<file path="src/hw/rtl/csf_pkg.sv">
// ----------------------------------------------------------------------------
// csf_pkg
// Shared types and codes for the counting semaphore with waiter queue.
// ----------------------------------------------------------------------------
package csf_pkg;

   // field widths of the request and response transactions
   localparam int CMD_W    = 2;
   localparam int REQ_ID_W = 8;
   localparam int STATUS_W = 3;
   localparam int TOKEN_W  = 16;
   localparam int WAIT_W   = 5;

   // token counter limits
   localparam logic [TOKEN_W-1:0] TOKEN_MAX   = 16'hFFFF;
   localparam logic [TOKEN_W-1:0] TOKEN_RESET = 16'd1;

   // command codes
   localparam logic [CMD_W-1:0] CMD_ACQUIRE = 2'd0;
   localparam logic [CMD_W-1:0] CMD_RELEASE = 2'd1;
   localparam logic [CMD_W-1:0] CMD_CANCEL  = 2'd2;

   // response status codes
   localparam logic [STATUS_W-1:0] ST_ACQUIRED  = 3'd0;
   localparam logic [STATUS_W-1:0] ST_QUEUED    = 3'd1;
   localparam logic [STATUS_W-1:0] ST_HANDOFF   = 3'd2;
   localparam logic [STATUS_W-1:0] ST_RAISED    = 3'd3;
   localparam logic [STATUS_W-1:0] ST_CANCELLED = 3'd4;
   localparam logic [STATUS_W-1:0] ST_NOT_FOUND = 3'd5;
   localparam logic [STATUS_W-1:0] ST_FULL      = 3'd6;
   localparam logic [STATUS_W-1:0] ST_SATURATED = 3'd7;

   // one response transaction
   typedef struct packed {
      logic [STATUS_W-1:0] status;
      logic [REQ_ID_W-1:0] grant_id;
      logic [TOKEN_W-1:0]  token_count;
      logic [WAIT_W-1:0]   waiter_count;
   } result_type;

endpackage

</file>
<file path="src/hw/rtl/counting_semaphore_fifo_unit.sv">
// ----------------------------------------------------------------------------
// counting_semaphore_fifo_unit
// Counting semaphore with a FIFO of waiting requester IDs.
// ----------------------------------------------------------------------------
// Request channel (req_*): one command per transaction, acquire, release or
// cancel, with the requester ID. Response channel (rsp_*): exactly one
// transaction per command with status, granted ID, free tokens and number of
// waiters after the command. Both channels use valid/stall handshakes.
// CSR channel (csr_*): valid/ready write of the initial token count; a write
// also loads the live token count. Writes are taken only while idle and no
// request is offered.
// Sequencing: a command runs in a small sequencer around one pointer incrementer
// and one ID comparator. Acquire, release without waiters, cancel on an empty
// queue and unknown codes go from idle straight to the done state; a release
// handing off to a waiter first reads the queue memory in a handoff state; a
// cancel reads one queue entry per cycle in a scan state. The next request is
// taken as soon as the sequencer is idle, even while the previous response is still stalled.
// Reset: token count returns to 1, the queue empties; no clearing pass.
// A stalled response holds its payload; the next command's result waits in
// the sequencer until the response register frees.
// ----------------------------------------------------------------------------
module counting_semaphore_fifo_unit #(
   parameter int QUEUE_DEPTH = 16,
   parameter int ID_BITS     = 8
) (
   input  logic                          clock,
   input  logic                          reset,
   input  logic                          req_valid,
   output logic                          req_stall,
   input  logic [csf_pkg::CMD_W-1:0]     req_command,
   input  logic [csf_pkg::REQ_ID_W-1:0]  req_requester_id,
   output logic                          rsp_valid,
   input  logic                          rsp_stall,
   output logic [csf_pkg::STATUS_W-1:0]  rsp_status,
   output logic [csf_pkg::REQ_ID_W-1:0]  rsp_grant_id,
   output logic [csf_pkg::TOKEN_W-1:0]   rsp_token_count,
   output logic [csf_pkg::WAIT_W-1:0]    rsp_waiter_count,
   input  logic                          csr_valid,
   output logic                          csr_ready,
   input  logic [csf_pkg::TOKEN_W-1:0]   csr_initial_count
);
   import csf_pkg::*;

   logic       seq_idle;
   logic       seq_done;
   result_type seq_result;
   logic       start;
   logic       csr_we;
   logic       take;

   logic       rsp_valid_ff, rsp_valid_in;
   result_type rsp_ff;

   // handshakes; a CSR write never lands in the same cycle as a command
   assign req_stall = !seq_idle;
   assign start     = req_valid && !req_stall;
   assign csr_ready = seq_idle && !req_valid;
   assign csr_we    = csr_valid && csr_ready;
   assign take      = seq_done && (!rsp_valid_ff || !rsp_stall);

   csf_seq #(
      .QUEUE_DEPTH (QUEUE_DEPTH),
      .ID_BITS     (ID_BITS)
   ) u_seq (
      .clock    (clock),
      .reset    (reset),
      .start    (start),
      .cmd      (req_command),
      .req_id   (req_requester_id),
      .csr_we   (csr_we),
      .csr_data (csr_initial_count),
      .take     (take),
      .idle     (seq_idle),
      .done     (seq_done),
      .result   (seq_result)
   );

   // response register
   always_comb begin
      rsp_valid_in = rsp_valid_ff;
      if (take) begin
         rsp_valid_in = 1'b1;
      end else if (!rsp_stall) begin
         rsp_valid_in = 1'b0;
      end
   end

   always_ff @(posedge clock) begin
      if (reset) begin
         rsp_valid_ff <= 1'b0;
      end else begin
         rsp_valid_ff <= rsp_valid_in;
      end
   end

   always_ff @(posedge clock) begin
      if (take) begin
         rsp_ff <= seq_result;
      end
   end

   assign rsp_valid        = rsp_valid_ff;
   assign rsp_status       = rsp_ff.status;
   assign rsp_grant_id     = rsp_ff.grant_id;
   assign rsp_token_count  = rsp_ff.token_count;
   assign rsp_waiter_count = rsp_ff.waiter_count;

endmodule

</file>
<file path="src/hw/rtl/csf_waitq.sv">
// ----------------------------------------------------------------------------
// csf_waitq
// Waiter ID storage: one write port, one read port with registered data.
// ----------------------------------------------------------------------------
module csf_waitq #(
   parameter int DEPTH = 16,
   parameter int WIDTH = 8,
   localparam int ADDR_W = (DEPTH > 1) ? $clog2(DEPTH) : 1
) (
   input  logic              clock,
   input  logic              wr_en,
   input  logic [ADDR_W-1:0] wr_addr,
   input  logic [WIDTH-1:0]  wr_data,
   input  logic              rd_en,
   input  logic [ADDR_W-1:0] rd_addr,
   output logic [WIDTH-1:0]  rd_data
);

   logic [WIDTH-1:0] mem [DEPTH];
   logic [WIDTH-1:0] rd_data_ff;

   // write port
   always_ff @(posedge clock) begin
      if (wr_en) begin
         mem[wr_addr] <= wr_data;
      end
   end

   // read port, old data on a same-address write
   always_ff @(posedge clock) begin
      if (rd_en) begin
         rd_data_ff <= mem[rd_addr];
      end
   end

   assign rd_data = rd_data_ff;

endmodule

</file>
<file path="src/hw/rtl/csf_seq.sv">
// ----------------------------------------------------------------------------
// csf_seq
// Command sequencer: token counter, circular waiter queue pointers and the
// cancel scan that compacts the queue one entry per cycle.
// ----------------------------------------------------------------------------
module csf_seq #(
   parameter int QUEUE_DEPTH = 16,
   parameter int ID_BITS     = 8
) (
   input  logic                          clock,
   input  logic                          reset,
   input  logic                          start,
   input  logic [csf_pkg::CMD_W-1:0]     cmd,
   input  logic [csf_pkg::REQ_ID_W-1:0]  req_id,
   input  logic                          csr_we,
   input  logic [csf_pkg::TOKEN_W-1:0]   csr_data,
   input  logic                          take,
   output logic                          idle,
   output logic                          done,
   output csf_pkg::result_type           result
);
   import csf_pkg::*;

   localparam int PTR_W = (QUEUE_DEPTH > 1) ? $clog2(QUEUE_DEPTH) : 1;
   localparam int CNT_W = $clog2(QUEUE_DEPTH + 1);
   localparam logic [PTR_W-1:0] PTR_LAST = PTR_W'(QUEUE_DEPTH - 1);
   localparam logic [CNT_W-1:0] CNT_FULL = CNT_W'(QUEUE_DEPTH);

   localparam logic [1:0] S_IDLE    = 2'd0;
   localparam logic [1:0] S_HANDOFF = 2'd1;
   localparam logic [1:0] S_SCAN    = 2'd2;
   localparam logic [1:0] S_DONE    = 2'd3;

   logic [1:0]         state_ff, state_in;
   logic [TOKEN_W-1:0] tokens_ff, tokens_in;
   logic [CNT_W-1:0]   len_ff, len_in;
   logic [PTR_W-1:0]   head_ff, head_in;
   logic [PTR_W-1:0]   tail_ff, tail_in;
   logic [PTR_W-1:0]   cur_addr_ff, cur_addr_in;
   logic [PTR_W-1:0]   prev_addr_ff, prev_addr_in;
   logic [CNT_W-1:0]   chk_ff, chk_in;
   logic               found_ff, found_in;
   logic [ID_BITS-1:0] id_ff, id_in;
   result_type         res_ff, res_in;

   logic [ID_BITS-1:0] id_masked;
   logic [PTR_W-1:0]   step_src;
   logic [PTR_W-1:0]   step_out;
   logic               match;
   logic               last;

   logic               ram_we;
   logic [PTR_W-1:0]   ram_waddr;
   logic [ID_BITS-1:0] ram_wdata;
   logic               ram_re;
   logic [PTR_W-1:0]   ram_raddr;
   logic [ID_BITS-1:0] ram_rdata;

   csf_waitq #(
      .DEPTH (QUEUE_DEPTH),
      .WIDTH (ID_BITS)
   ) u_waitq (
      .clock   (clock),
      .wr_en   (ram_we),
      .wr_addr (ram_waddr),
      .wr_data (ram_wdata),
      .rd_en   (ram_re),
      .rd_addr (ram_raddr),
      .rd_data (ram_rdata)
   );

   assign id_masked = ID_BITS'(req_id);

   // shared pointer step unit: wrapping increment
   always_comb begin
      case (state_ff)
         S_HANDOFF: step_src = head_ff;
         S_SCAN:    step_src = cur_addr_ff;
         default:   step_src = tail_ff;
      endcase
      step_out = (step_src == PTR_LAST) ? '0 : step_src + PTR_W'(1);
   end

   // shared compare unit for the cancel scan
   assign match = !found_ff && (ram_rdata == id_ff);
   assign last  = (chk_ff == len_ff - CNT_W'(1));

   // next state
   always_comb begin
      state_in     = state_ff;
      tokens_in    = tokens_ff;
      len_in       = len_ff;
      head_in      = head_ff;
      tail_in      = tail_ff;
      cur_addr_in  = cur_addr_ff;
      prev_addr_in = prev_addr_ff;
      chk_in       = chk_ff;
      found_in     = found_ff;
      id_in        = id_ff;
      res_in       = res_ff;
      ram_we       = 1'b0;
      ram_waddr    = prev_addr_ff;
      ram_wdata    = ram_rdata;
      ram_re       = 1'b0;
      ram_raddr    = head_ff;

      case (state_ff)
         S_IDLE: begin
            if (csr_we) begin
               tokens_in = csr_data;
            end
            if (start) begin
               id_in           = id_masked;
               res_in.status   = ST_NOT_FOUND;
               res_in.grant_id = '0;
               state_in        = S_DONE;
               case (cmd)
                  CMD_ACQUIRE: begin
                     if (tokens_ff != '0) begin
                        tokens_in       = tokens_ff - TOKEN_W'(1);
                        res_in.status   = ST_ACQUIRED;
                        res_in.grant_id = REQ_ID_W'(id_masked);
                     end else if (len_ff != CNT_FULL) begin
                        ram_we        = 1'b1;
                        ram_waddr     = tail_ff;
                        ram_wdata     = id_masked;
                        tail_in       = step_out;
                        len_in        = len_ff + CNT_W'(1);
                        res_in.status = ST_QUEUED;
                     end else begin
                        res_in.status = ST_FULL;
                     end
                  end
                  CMD_RELEASE: begin
                     if (len_ff != '0) begin
                        ram_re   = 1'b1;
                        state_in = S_HANDOFF;
                     end else if (tokens_ff != TOKEN_MAX) begin
                        tokens_in     = tokens_ff + TOKEN_W'(1);
                        res_in.status = ST_RAISED;
                     end else begin
                        res_in.status = ST_SATURATED;
                     end
                  end
                  CMD_CANCEL: begin
                     if (len_ff != '0) begin
                        ram_re      = 1'b1;
                        cur_addr_in = head_ff;
                        chk_in      = '0;
                        found_in    = 1'b0;
                        state_in    = S_SCAN;
                     end
                  end
                  default: begin
                     state_in = S_DONE;
                  end
               endcase
            end
         end

         // oldest waiter's ID has arrived from the queue
         S_HANDOFF: begin
            res_in.status   = ST_HANDOFF;
            res_in.grant_id = REQ_ID_W'(ram_rdata);
            head_in         = step_out;
            len_in          = len_ff - CNT_W'(1);
            state_in        = S_DONE;
         end

         // compare one entry per cycle, shift later entries down once found
         S_SCAN: begin
            ram_we    = found_ff;
            ram_waddr = prev_addr_ff;
            ram_wdata = ram_rdata;
            if (last) begin
               if (found_ff || match) begin
                  len_in        = len_ff - CNT_W'(1);
                  tail_in       = cur_addr_ff;
                  res_in.status = ST_CANCELLED;
               end
               state_in = S_DONE;
            end else begin
               ram_re       = 1'b1;
               ram_raddr    = step_out;
               cur_addr_in  = step_out;
               prev_addr_in = cur_addr_ff;
               chk_in       = chk_ff + CNT_W'(1);
               found_in     = found_ff || match;
            end
         end

         S_DONE: begin
            if (take) begin
               state_in = S_IDLE;
            end
         end

         default: begin
            state_in = S_IDLE;
         end
      endcase

      // counts in the response reflect the state after the command
      if (state_in == S_DONE && state_ff != S_DONE) begin
         res_in.token_count  = tokens_in;
         res_in.waiter_count = WAIT_W'(len_in);
      end
   end

   // control registers
   always_ff @(posedge clock) begin
      if (reset) begin
         state_ff  <= S_IDLE;
         tokens_ff <= TOKEN_RESET;
         len_ff    <= '0;
         head_ff   <= '0;
         tail_ff   <= '0;
         chk_ff    <= '0;
         found_ff  <= 1'b0;
      end else begin
         state_ff  <= state_in;
         tokens_ff <= tokens_in;
         len_ff    <= len_in;
         head_ff   <= head_in;
         tail_ff   <= tail_in;
         chk_ff    <= chk_in;
         found_ff  <= found_in;
      end
   end

   // payload registers
   always_ff @(posedge clock) begin
      cur_addr_ff  <= cur_addr_in;
      prev_addr_ff <= prev_addr_in;
      id_ff        <= id_in;
      res_ff       <= res_in;
   end

   assign idle   = (state_ff == S_IDLE);
   assign done   = (state_ff == S_DONE);
   assign result = res_ff;

endmodule

</file>
<file path="config.mk">
export PLATFORM = sky130hd
export DESIGN_NAME = counting_semaphore_fifo_unit
export DESIGN_NICKNAME = d
export VERILOG_FILES = /design/src/hw/rtl/csf_pkg.sv /design/src/hw/rtl/counting_semaphore_fifo_unit.sv /design/src/hw/rtl/csf_waitq.sv /design/src/hw/rtl/csf_seq.sv
export SDC_FILE = /design/constraint.sdc
export NUM_CORES = 1
export LEC_CHECK = 0
export BUFFER_PORTS_ARGS = -buffer_cell sky130_fd_sc_hd__buf_2
export CORE_ASPECT_RATIO = 1.75
export CORE_MARGIN = 2
export CORE_UTILIZATION = 45
export CTS_BUF_LIST = sky130_fd_sc_hd__clkbuf_8
export CTS_CLUSTER_SIZE = 28
export DETAILED_ROUTE_END_ITERATION = 10
export GPL_TIMING_DRIVEN = 0
export HOLD_SLACK_MARGIN = 0.12
export PLACE_DENSITY = 0.63
export SYNTH_ARGS = -nofsm -noshare
export SYNTH_HDL_FRONTEND = slang
export SYNTH_SLANG_ARGS = --single-unit
</file>
<file path="constraint.sdc">
create_clock -name clock -period 4.2 [get_ports clock]
set_input_delay 0.84 -clock clock [delete_from_list [all_inputs] [get_ports clock]]
set_output_delay 0.84 -clock clock [all_outputs]
set_load 0.05 [all_outputs]
</file>
==> flow_metrics.tcl, run 1 <==
set metrics [dict create \
    status "completed" \
    clk_pin_slew_ns 0.07 \
    drive_gt1_share_pct 20.04 \
    tightest_slew_ns 1.398 \
    yosys.area.top_type "edfxtp_1" \
    fin_nets 1061 \
    crit_buf_inv 4 \
    synth_edf_count 216 \
    ios 66 \
    grt_util_met1_pct 20.76 \
    setup_viol 0 \
    numCtsBuffers 38 \
    finalCritPeriodShare_pct 97.19 \
    synth_top_flop_cell "edfxtp_1" \
    initial_core_util_pct 45.45 \
    max_freq_mhz 245.0 \
    antenna_found_initial 1 \
    vias 8016 \
    wire_per_inst_um 22.37 \
    cts_max_level 2 \
    placementRows 78 \
    cp.required_ns 4.46 \
    crit_path_max_incr_delay_ns 0.50 \
    synth-async-reset-ratio_pct 0 \
    hold_class "reg2reg" \
    drt_iter0_drc 514 \
    synth_warnings 0 \
    synth_seq_cells 254 \
    arrival_ns 4.34 \
    synth_top_area_share_pct 55.60 \
    cp-start-kind "flop" \
    syn_area_per_cell_um2 12.91 \
    synth_nets 950 \
    cp_slowest_cell "o211ai_1" \
    powerDensity_nw_per_um2 757.8 \
    dieArea_um2 27280 \
    ys_types 75 \
    critPathKind "reg2reg" \
    insertion_delay_ns 0.56 \
    cap_violations 0 \
    place_congestion 0.9494 \
    fin_ws_ns 0.1182 \
    cpLargestDelayFamily "compound AO/OA/AOI/OAI gates" \
    grtUsageTotal_pct 22.43 \
    fin_skew_ns 0.02615 \
    grt_max_degree 23 \
    crit_path_cell_trace "inv_1 > ha_1 > buf_2 > a22oi_1 > a21oi_1 > ha_1 > nand2_1 > a41o_1 > buf_2 > nand2_1 > clkbuf_4 > mux2_2 > o211ai_1 > o211ai_1" \
    ys_top_cells_by_area "edfxtp_1, dfxtp_1, nand2_1, mux4_2, mux2i_1" \
    cts_tree "done" \
    grt_pass1_vias 8307 \
    leakage_nw 4.755 \
    finalHoldViolCount 0 \
    cts.sinks 254 \
    synth_seq_area_share_pct 62.12 \
    drc 0 \
    cp-end-kind "flop" \
    utilization_pct 51.57 \
    grt_first_pass_wirelength_mm 46.48 \
    ir_worst_vdd_mv 0.3668 \
    syn_inst 904 \
    syn_area_um2 11670 \
    report.final.slew_viol_count 0 \
    top_usage_layer "met2" \
    overflow 0 \
    syn2layout_area_growth_pct 13.46 \
    dp_hpwl_mm 22.48 \
    min_period_ns 4.082 \
    nFillCells 2246 \
    use_met2_pct 43.21 \
    pre_cts_ws_ns -0.1365 \
    portBuffers 64 \
    vias_per_cell 5.877 \
    use_met3_pct 3.663 \
    rsz0062_at_grt "no" \
    core_area_um2 25670 \
    drt-pass1-iter-count 5 \
    ant_nets 0 \
    slew_headroom_pct 5.784 \
    fp.dieW_um 125.7 \
    final_common_cell "edfxtp_1" \
    root_buffer "clkbuf_8" \
    drt_wl_total_mm 30.51 \
    cp_max_fo 10 \
    clockBufferDepth 3 \
    die_y_um 217 \
    layout_common_cells "edfxtp_1, nand2_1, buf_2, nor2_1, clkbuf_8" \
]
==> through the flow <==
step                      hold WS [ns]  instances  cell area, µm²  setup TNS, ns  total power [mW]
after floorplan                 0.4003        904           11670              0             6.794
after global placement          0.4014       1288           12390         -34.51             8.047
after detailed placement        0.4045       1291           12460        -0.2417             8.148
after CTS                       0.4169       1359           13160       -0.05019             10.06
after global routing            0.4248       1363           13230              0             10.56
final                           0.4145       1364           13240              0             10.03
==> per-layer routing <==
metal / vias up / routed length, µm
met1: 3918 / 10060
met5: - / 0
met3: 118 / 1176
met2: 267 / 16950
met4: 0 / 2323
li1: 3713 / -
==> cells in the mapped netlist (all sizes together), types with 4 or more instances <==
library cell    n
o21ai          38
a21o            6
mux4           16
and3           10
o22ai           7
a21oi          30
nor3b           6
xnor2           9
mux2i          25
dfxtp          38
xor2           18
inv            31
a221oi          7
mux2           18
a22oi          18
edfxtp        216
or3             5
nand2          88
nand4          10
and4            5
o221a           6
a22o            7
a32o            4
o211ai         22
ha             15
nor4b           4
nor2           61
clkbuf         29
a31oi          14
a211oi         11
buf            17
nand3          24
nor3           15
and2           10
nor4            7
nor2b          11
==> layout make-up <==
| type | count | area (µm²) | area share [%] |
|---|---|---|---|
| Buffer | 46 | 265.3 | 2.004 |
| Tap cell | 320 | 400.4 | 3.025 |
| Timing Repair Buffer | 71 | 404.1 | 3.053 |
| Clock inverter | 25 | 105.1 | 0.7940 |
| Inverter | 31 | 118.9 | 0.8980 |
| Antenna cell | 1 | 2.502 | 0.01891 |
| Sequential cell | 254 | 7247 | 54.75 |
| Clock buffer | 43 | 591.8 | 4.471 |
| Multi-Input combinational cell | 573 | 4101 | 30.99 |
==> worst register-to-register path: stages (launching register included) <==
cell	delay, ns
dfxtp_1	0.41
inv_1	0.12
ha_1	0.25
buf_2	0.22
a22oi_1	0.28
a21oi_1	0.16
ha_1	0.39
nand2_1	0.10
a41o_1	0.21
buf_2	0.17
nand2_1	0.17
clkbuf_4	0.26
mux2_2	0.35
o211ai_1	0.50
o211ai_1	0.19
==> what timing repair did <==
action                     4_1_cts  5_1_grt
buffers inserted                 0        4
hold buffers                     0        0
setup endpoints to repair       13      135
pin swaps                        0        3
gates resized for setup          3       18
==> power by group <==
part	leakage [nW]	switching, mW	internal [mW]
clock network	0.402	0.950	0.938
registers	2.29	0.230	3.54
logic	2.07	2.82	1.55
total	4.75	4.00	6.03
==> flip-flops by register name, summed over array words and instances, names as in the netlist, 5 cells and up <==
register and cells:
u_seq.u_waitq.mem 128, u_seq.id_ff 8, u_seq.len_ff 5, u_seq.result 32
u_seq.tokens_ff 16, rsp_waiter_count 5, u_seq.chk_ff 5, rsp_grant_id 8
rsp_token_count 16, u_seq.u_waitq.rd_data 8
==> cells by family after synthesis <==
logic type                 count (synthesis)  share of synthesized area, %
DFF                                      254                         62.12
and+or+nand+nor                          267                         11.22
adders and majority gates                 15                         1.609
muxes                                     59                         7.175
xor gates and xnor gates                  27                         2.091
buffers and inverters                     77                         3.239
AOI/OAI and AO/OA                        205                         12.55
==> worst paths after layout <==
| kind | from | end | slack [ns] | cells past startpoint |
|---|---|---|---|---|
| worst max-delay path | u_seq.state_ff[1]$_SDFF_PP0_ | u_seq.u_waitq.rd_data[1]$_DFFE_PP_ | 0.12 | 14 |
| worst min-delay path | u_seq.result[1]$_DFFE_PP_ | rsp_waiter_count[1]$_DFFE_PP_ | 0.41 | 0 |
| worst max register to register | u_seq.state_ff[1]$_SDFF_PP0_ | u_seq.u_waitq.rd_data[1]$_DFFE_PP_ | 0.12 | 14 |
| worst min register to register | u_seq.result[1]$_DFFE_PP_ | rsp_waiter_count[1]$_DFFE_PP_ | 0.41 | 0 |
Power figures use the tool's default switching activity.
==> run 2: changes to the inputs <==
--- a/config.mk
+++ b/config.mk
@@ -5,6 +5,7 @@
 export SDC_FILE = /design/constraint.sdc
 export NUM_CORES = 1
 export LEC_CHECK = 0
+export ABC_AREA = 1
 export BUFFER_PORTS_ARGS = -buffer_cell sky130_fd_sc_hd__buf_2
 export CORE_ASPECT_RATIO = 1.75
 export CORE_MARGIN = 2
==> run 2 against run 1 <==
  * Sequential power shrank 1%
  * Utilization shrank 0.21 points
  * Worst setup slack gained 0.53 ns
  * Clock-buffer cell count shrank 5
  * Clock power is essentially flat
  * Maximum frequency grew 15%
  * Largest cell class unchanged
  * Largest power group unchanged
  * Highest routed layer is now met5
==> flow_metrics.tcl, run 2 <==
set metrics [dict create \
    cp-start-kind "flop" \
    synth_warnings 0 \
    pre_cts_ws_ns 0.1893 \
    grt_first_pass_wirelength_mm 52.03 \
    utilization_pct 51.36 \
    leakage_nw 5.929 \
    synth_top_flop_cell "edfxtp_1" \
    top_layer_used "met5" \
    cp-end-kind "flop" \
    fp.dieW_um 129.8 \
    overflow 0 \
    met3_length_mm 1.367 \
    cap_violations 0 \
    largest_reg_flops 128 \
    dpl-instance-area_um2 13300 \
    dieArea_um2 29070 \
    cts_tree "done" \
    slew_headroom_pct 9.664 \
    core_area_um2 27230 \
    insertion_delay_ns 0.56 \
    arrival_ns 3.85 \
    ir_worst_vdd_mv 0.4445 \
    synth-async-reset-ratio_pct 0 \
    syn_area_um2 12450 \
    finalHoldViolCount 0 \
    drt_wl_total_mm 33.93 \
    clk_pin_slew_ns 0.07 \
    final_common_cell "nand2_1" \
    fin_nets 1508 \
    ys_types 43 \
    root_buffer "clkbuf_8" \
    placementRows 80 \
    ios 66 \
    place_congestion 0.9823 \
    wire_per_inst_um 18.25 \
    ant_nets 0 \
    cts_hold_buf 0 \
    synth_xor_xnor_area_share_pct 1.969 \
    synth_seq_area_share_pct 58.19 \
    report.final.slew_viol_count 0 \
    numCtsBuffers 36 \
    fin_area_um2 13980 \
    critPathKind "reg2reg" \
    fin_ws_ns 0.6507 \
    drive_gt1_share_pct 12.28 \
    powerDensity_nw_per_um2 740.9 \
    synth_edf_count 216 \
    wl_met2_mm 18.86 \
    ys_top_cells_by_area "edfxtp_1, nand3_1, nand2_1, inv_1, dfxtp_1" \
    cts_setup_buffers 0 \
    dp_hpwl_mm 25.34 \
    cts.sinks 254 \
    synthMuxAreaShare_pct 0 \
    drt-pass1-iter-count 5 \
    cp.required_ns 4.50 \
    synth_top_family_by_area "simple AND/OR/NAND/NOR gates" \
    max_freq_mhz 281.7 \
    top_register "u_seq.u_waitq.mem" \
    min_period_ns 3.549 \
    ctsResizeCount 0 \
    syn2layout_area_growth_pct 12.29 \
    setup_viol 0 \
    vias 9535 \
    die_y_um 224.1 \
    met1Wirelength_mm 11.77 \
    hold_class "reg2reg" \
    yosysMostFrequentCell "nand2_1" \
    syn_inst 1357 \
    antenna_found_initial 3 \
    cp_max_fo 10 \
    grt_pass1_vias 9668 \
    drt_iter0_drc 603 \
    grtUsageTotal_pct 23.89 \
    initial_core_util_pct 45.74 \
    fin_skew_ns 0.02085 \
    rsz0062_at_grt "no" \
    n_antenna_cell 0 \
    clockBufferDepth 3 \
    syn_area_per_cell_um2 9.177 \
    synth_top_area_share_pct 52.08 \
    cts_max_level 2 \
    tightest_slew_ns 1.350 \
    status "completed" \
    finalCritPeriodShare_pct 84.51 \
    layout_common_cells "nand2_1, inv_1, edfxtp_1, nand3_1, nor2_1" \
    synthTopCellsByCount "nand2_1, inv_1, edfxtp_1, nand3_1, nor2_1" \
    synth_compound_area_share_pct 7.164 \
    synth-adder-area-share_pct 1.507 \
    synth-simple-area-share_pct 21.61 \
    grt_max_degree 29 \
    synth_nets 1403 \
    synth_seq_cells 254 \
    vias_per_cell 5.129 \
    drc 0 \
    power_mw 10.36 \
    yosys.area.top_type "edfxtp_1" \
    portBuffers 64 \
]
run 2: changes by cell type in the layout (fill, tap and decap cells not counted), moves of 13 or more:
| cell | delta |
|---|---|
| mux2i_1 | -24 |
| a22oi_1 | -15 |
| nand2_1 | +179 |
| inv_1 | +208 |
| mux4_2 | -13 |
| nor2_1 | +60 |
| o21ai_0 | +34 |
| nand3_1 | +177 |
| mux2_2 | -18 |
| clkbuf_1 | -15 |
| o211ai_1 | -16 |
run 2: worst max-delay path, cell delays in order (launching register included):
cell and delay, ns:
dfxtp_1 0.34, inv_1 0.14, ha_1 0.16, clkbuf_2 0.20, inv_1 0.17, o211ai_1 0.19, o21ai_0 0.10, inv_1 0.08
ha_1 0.19, nand2_1 0.08, o21ai_1 0.26, nand3_1 0.29, nand2_1 0.23, buf_4 0.21, buf_6 0.18, nand2_1 0.07
nand3_1 0.09, nand3_1 0.12, nand3_1 0.10, nand2_1 0.07
run 2: worst paths after layout:
kind / endpoint / start / slack [ns] / cells after the start
worst max-delay path: u_seq.u_waitq.rd_data[6]$_DFFE_PP_ / u_seq.state_ff[1]$_SDFF_PP0_ / 0.65 / 19
worst min-delay path: rsp_waiter_count[2]$_DFFE_PP_ / u_seq.result[2]$_DFFE_PP_ / 0.42 / 0
worst max register to register: u_seq.u_waitq.rd_data[6]$_DFFE_PP_ / u_seq.state_ff[1]$_SDFF_PP0_ / 0.65 / 19
worst min register to register: rsp_waiter_count[2]$_DFFE_PP_ / u_seq.result[2]$_DFFE_PP_ / 0.42 / 0
run 2: logic make-up after synthesis:
group | count (synthesis)
AOI/OAI and AO/OA | 153
xor gates and xnor gates | 28
buffers and inverters | 290
DFF | 254
adders and majority gates | 15
and+or+nand+nor | 617
run 2: metal layers:
metal	up-vias	track usage (%)
li1	4694	-
met1	4466	23.49
met2	265	46.38
met3	104	3.583
met4	6	12.70
met5	-	0
run 2: power by group:
group          internal (mW)  switching, mW
clock network          0.910          0.953
registers               3.53          0.205
logic                   1.34           3.43
run 2: through the flow:
stage | TNS [ns] | std cells | hold slack [ns]
2_1_floorplan | 0 | 1357 | 0.4003
3_3_place_gp | -20.09 | 1790 | 0.4043
3_5_place_dp | 0 | 1793 | 0.4045
4_1_cts | 0 | 1859 | 0.4225
5_1_grt | 0 | 1859 | 0.4255
6_report | 0 | 1859 | 0.4207
run 2: cell type report:
type	instances	area [µm²]
plain buffers	46	274.0
clock buffers	38	523.0
clock inverters	28	151.4
fillers	2573	13240
inverters	244	915.9
multi-input cells	813	4048
flip-flops and latches	254	7247
well taps	369	461.7
repair buffers	67	362.8
==> run 3: changes to the inputs <==
--- a/config.mk
+++ b/config.mk
@@ -5,7 +5,7 @@
 export SDC_FILE = /design/constraint.sdc
 export NUM_CORES = 1
 export LEC_CHECK = 0
-export ABC_AREA = 1
+export ABC_AREA = 0
 export BUFFER_PORTS_ARGS = -buffer_cell sky130_fd_sc_hd__buf_2
 export CORE_ASPECT_RATIO = 1.75
 export CORE_MARGIN = 2
@@ -15,7 +15,7 @@
 export DETAILED_ROUTE_END_ITERATION = 10
 export GPL_TIMING_DRIVEN = 0
 export HOLD_SLACK_MARGIN = 0.12
-export PLACE_DENSITY = 0.63
+export PLACE_DENSITY = 0.61
 export SYNTH_ARGS = -nofsm -noshare
 export SYNTH_HDL_FRONTEND = slang
 export SYNTH_SLANG_ARGS = --single-unit
==> constraint.sdc (replaced) <==
create_clock -name clock -period 3.45 [get_ports clock]
set_input_delay 0.69 -clock clock [delete_from_list [all_inputs] [get_ports clock]]
set_output_delay 0.69 -clock clock [all_outputs]
set_load 0.05 [all_outputs]
==> run 3 against run 2 <==
  * Maximum frequency grew 4.5%
  * Sequential share of layout area rose by 0.70 points
  * Non-clock buffer count increased by 19
  * Routed wire length shrank 7.9%
  * Critical endpoint is now u_seq.u_waitq.rd_data[0]$_DFFE_PP_
  * Largest power group unchanged
==> flow_metrics.tcl, run 3 (synthesis results as in run 1) <==
set metrics [dict create \
    status "completed" \
    fp.dieW_um 125.7 \
    powerDensity_nw_per_um2 942.3 \
    cts.sinks 254 \
    core_area_um2 25670 \
    top_usage_layer "met2" \
    finalCritPeriodShare_pct 98.44 \
    insertion_delay_ns 0.56 \
    grt_pass1_vias 8540 \
    setup_viol 0 \
    cp_max_fo 10 \
    n_antenna_cell 0 \
    cp.required_ns 3.70 \
    cts_tree "done" \
    root_buffer "clkbuf_8" \
    initial_core_util_pct 45.45 \
    grt_first_pass_wirelength_mm 47.29 \
    leakage_nw 4.916 \
    ant_nets 0 \
    top_register "u_seq.u_waitq.mem" \
    use_met2_pct 43.24 \
    clk_pin_slew_ns 0.07 \
    combPwrFrac_pct 47.0 \
    dp_hpwl_mm 22.99 \
    cts_hold_buf 0 \
    ir_worst_vdd_mv 0.3864 \
    fin_ws_ns 0.05390 \
    syn2layout_area_growth_pct 18.48 \
    fin_nets 1076 \
    grtUsageTotal_pct 22.89 \
    cts_max_level 2 \
    largest_reg_flops 128 \
    vias_per_cell 5.881 \
    p_sw_share_pct 39.66 \
    report.final.slew_viol_count 0 \
    overflow 0 \
    dpl-instance-area_um2 12450 \
    max_freq_mhz 294.5 \
    drt-pass1-iter-count 5 \
    tightest_slew_ns 1.328 \
    clockBufferDepth 3 \
    dieArea_um2 27280 \
    pwr-share-seq_pct 35.4 \
    vias 8098 \
    ios 66 \
    drt_iter0_drc 516 \
    p_int_mw 7.860 \
    use_met3_pct 3.761 \
    grt_max_degree 23 \
    slew_headroom_pct 10.50 \
    min-delay-start "req_requester_id[2]" \
    arrival_ns 3.65 \
    startpoint "u_seq.state_ff[0]$_SDFF_PP0_" \
    cap_violations 0 \
    fin_area_um2 13820 \
    p_switching_mw 5.165 \
    portBuffers 64 \
    place_congestion 0.9678 \
    drive_gt1_share_pct 24.88 \
    layout_common_cells "edfxtp_1, nand2_1, buf_2, nor2_1, inv_1" \
    placementRows 78 \
    antenna_found_initial 0 \
    pre_cts_ws_ns -0.8462 \
    cp-end-kind "flop" \
    holdWs_ns 0.3478 \
    hold_class "in2reg" \
    final_common_cell "edfxtp_1" \
    min_period_ns 3.396 \
    finalHoldViolCount 0 \
    power_frac_clock_pct 17.5 \
    cp-start-kind "flop" \
    fin_skew_ns 0.02315 \
    utilization_pct 53.85 \
    drt_wl_total_mm 31.25 \
    wire_per_inst_um 22.69 \
    grt_util_met1_pct 20.44 \
    rsz0062_at_grt "yes" \
    critPathKind "reg2reg" \
    die_y_um 217 \
    rr_startpoint "u_seq.state_ff[0]$_SDFF_PP0_" \
    numCtsBuffers 38 \
    drc 0 \
]
run 3: worst max-delay path, stage by stage (launching register included):
cell and delay [ns]:
dfxtp_4 0.36, buf_4 0.14, ha_4 0.17, buf_4 0.18
a22oi_2 0.20, a21oi_2 0.12, ha_4 0.29, nand2_1 0.07
a41o_4 0.27, nand2_4 0.10, buf_8 0.13, mux2_2 0.33
o211ai_1 0.54, o211ai_1 0.19
run 3: timing repair:
action                     4_1_cts  5_1_grt
setup buffers                    8       13
gates resized for setup         70       38
pin swaps                        7       13
setup endpoints to repair      314      173
gates cloned                     1        0
run 3: layout make-up:
type                            instances  area, µm²
Buffer                                 44      284.0
Clock buffer                           40      550.5
Clock inverter                         27      136.4
Fill cell                            2258      11850
Inverter                               31      118.9
Multi-Input combinational cell        573       4471
Sequential cell                       254       7259
Tap cell                              320      400.4
Timing Repair Buffer                   88      601.8
run 3: stage by stage:
stage / TNS, ns / power, mW / instances
2_1_floorplan: 0 / 8.274 / 904
3_3_place_gp: -188.07 / 9.819 / 1288
3_5_place_dp: -152.91 / 9.930 / 1290
4_1_cts: -0.3192 / 12.73 / 1365
5_1_grt: -5.577 / 13.71 / 1377
6_report: 0 / 13.02 / 1377
run 3: worst paths after layout:
check / to / slack [ns] / cells after the start
worst max-delay path: u_seq.u_waitq.rd_data[0]$_DFFE_PP_ / 0.05 / 13
worst min-delay path: u_seq.id_ff[2]$_DFFE_PP_ / 0.35 / 1
worst max register to register: u_seq.u_waitq.rd_data[0]$_DFFE_PP_ / 0.05 / 13
worst min register to register: rsp_waiter_count[1]$_DFFE_PP_ / 0.41 / 0
run 3: power groups by stage:
stage	Combinational [mW]	Sequential, mW	Clock (mW)
after floorplan	3.57	4.70	0
final	6.13	4.61	2.29
after global placement	5.16	4.66	0
after global routing	6.58	4.66	2.47
after CTS	5.78	4.61	2.34
after detailed placement	5.27	4.66	0
run 3: routing by layer:
layer  routed length [µm]  part of all wire, %
met1                10040                   32
met2                17140                   55
met3                 1170                  3.7
met4                 2902                  9.3
met5                    0                    0
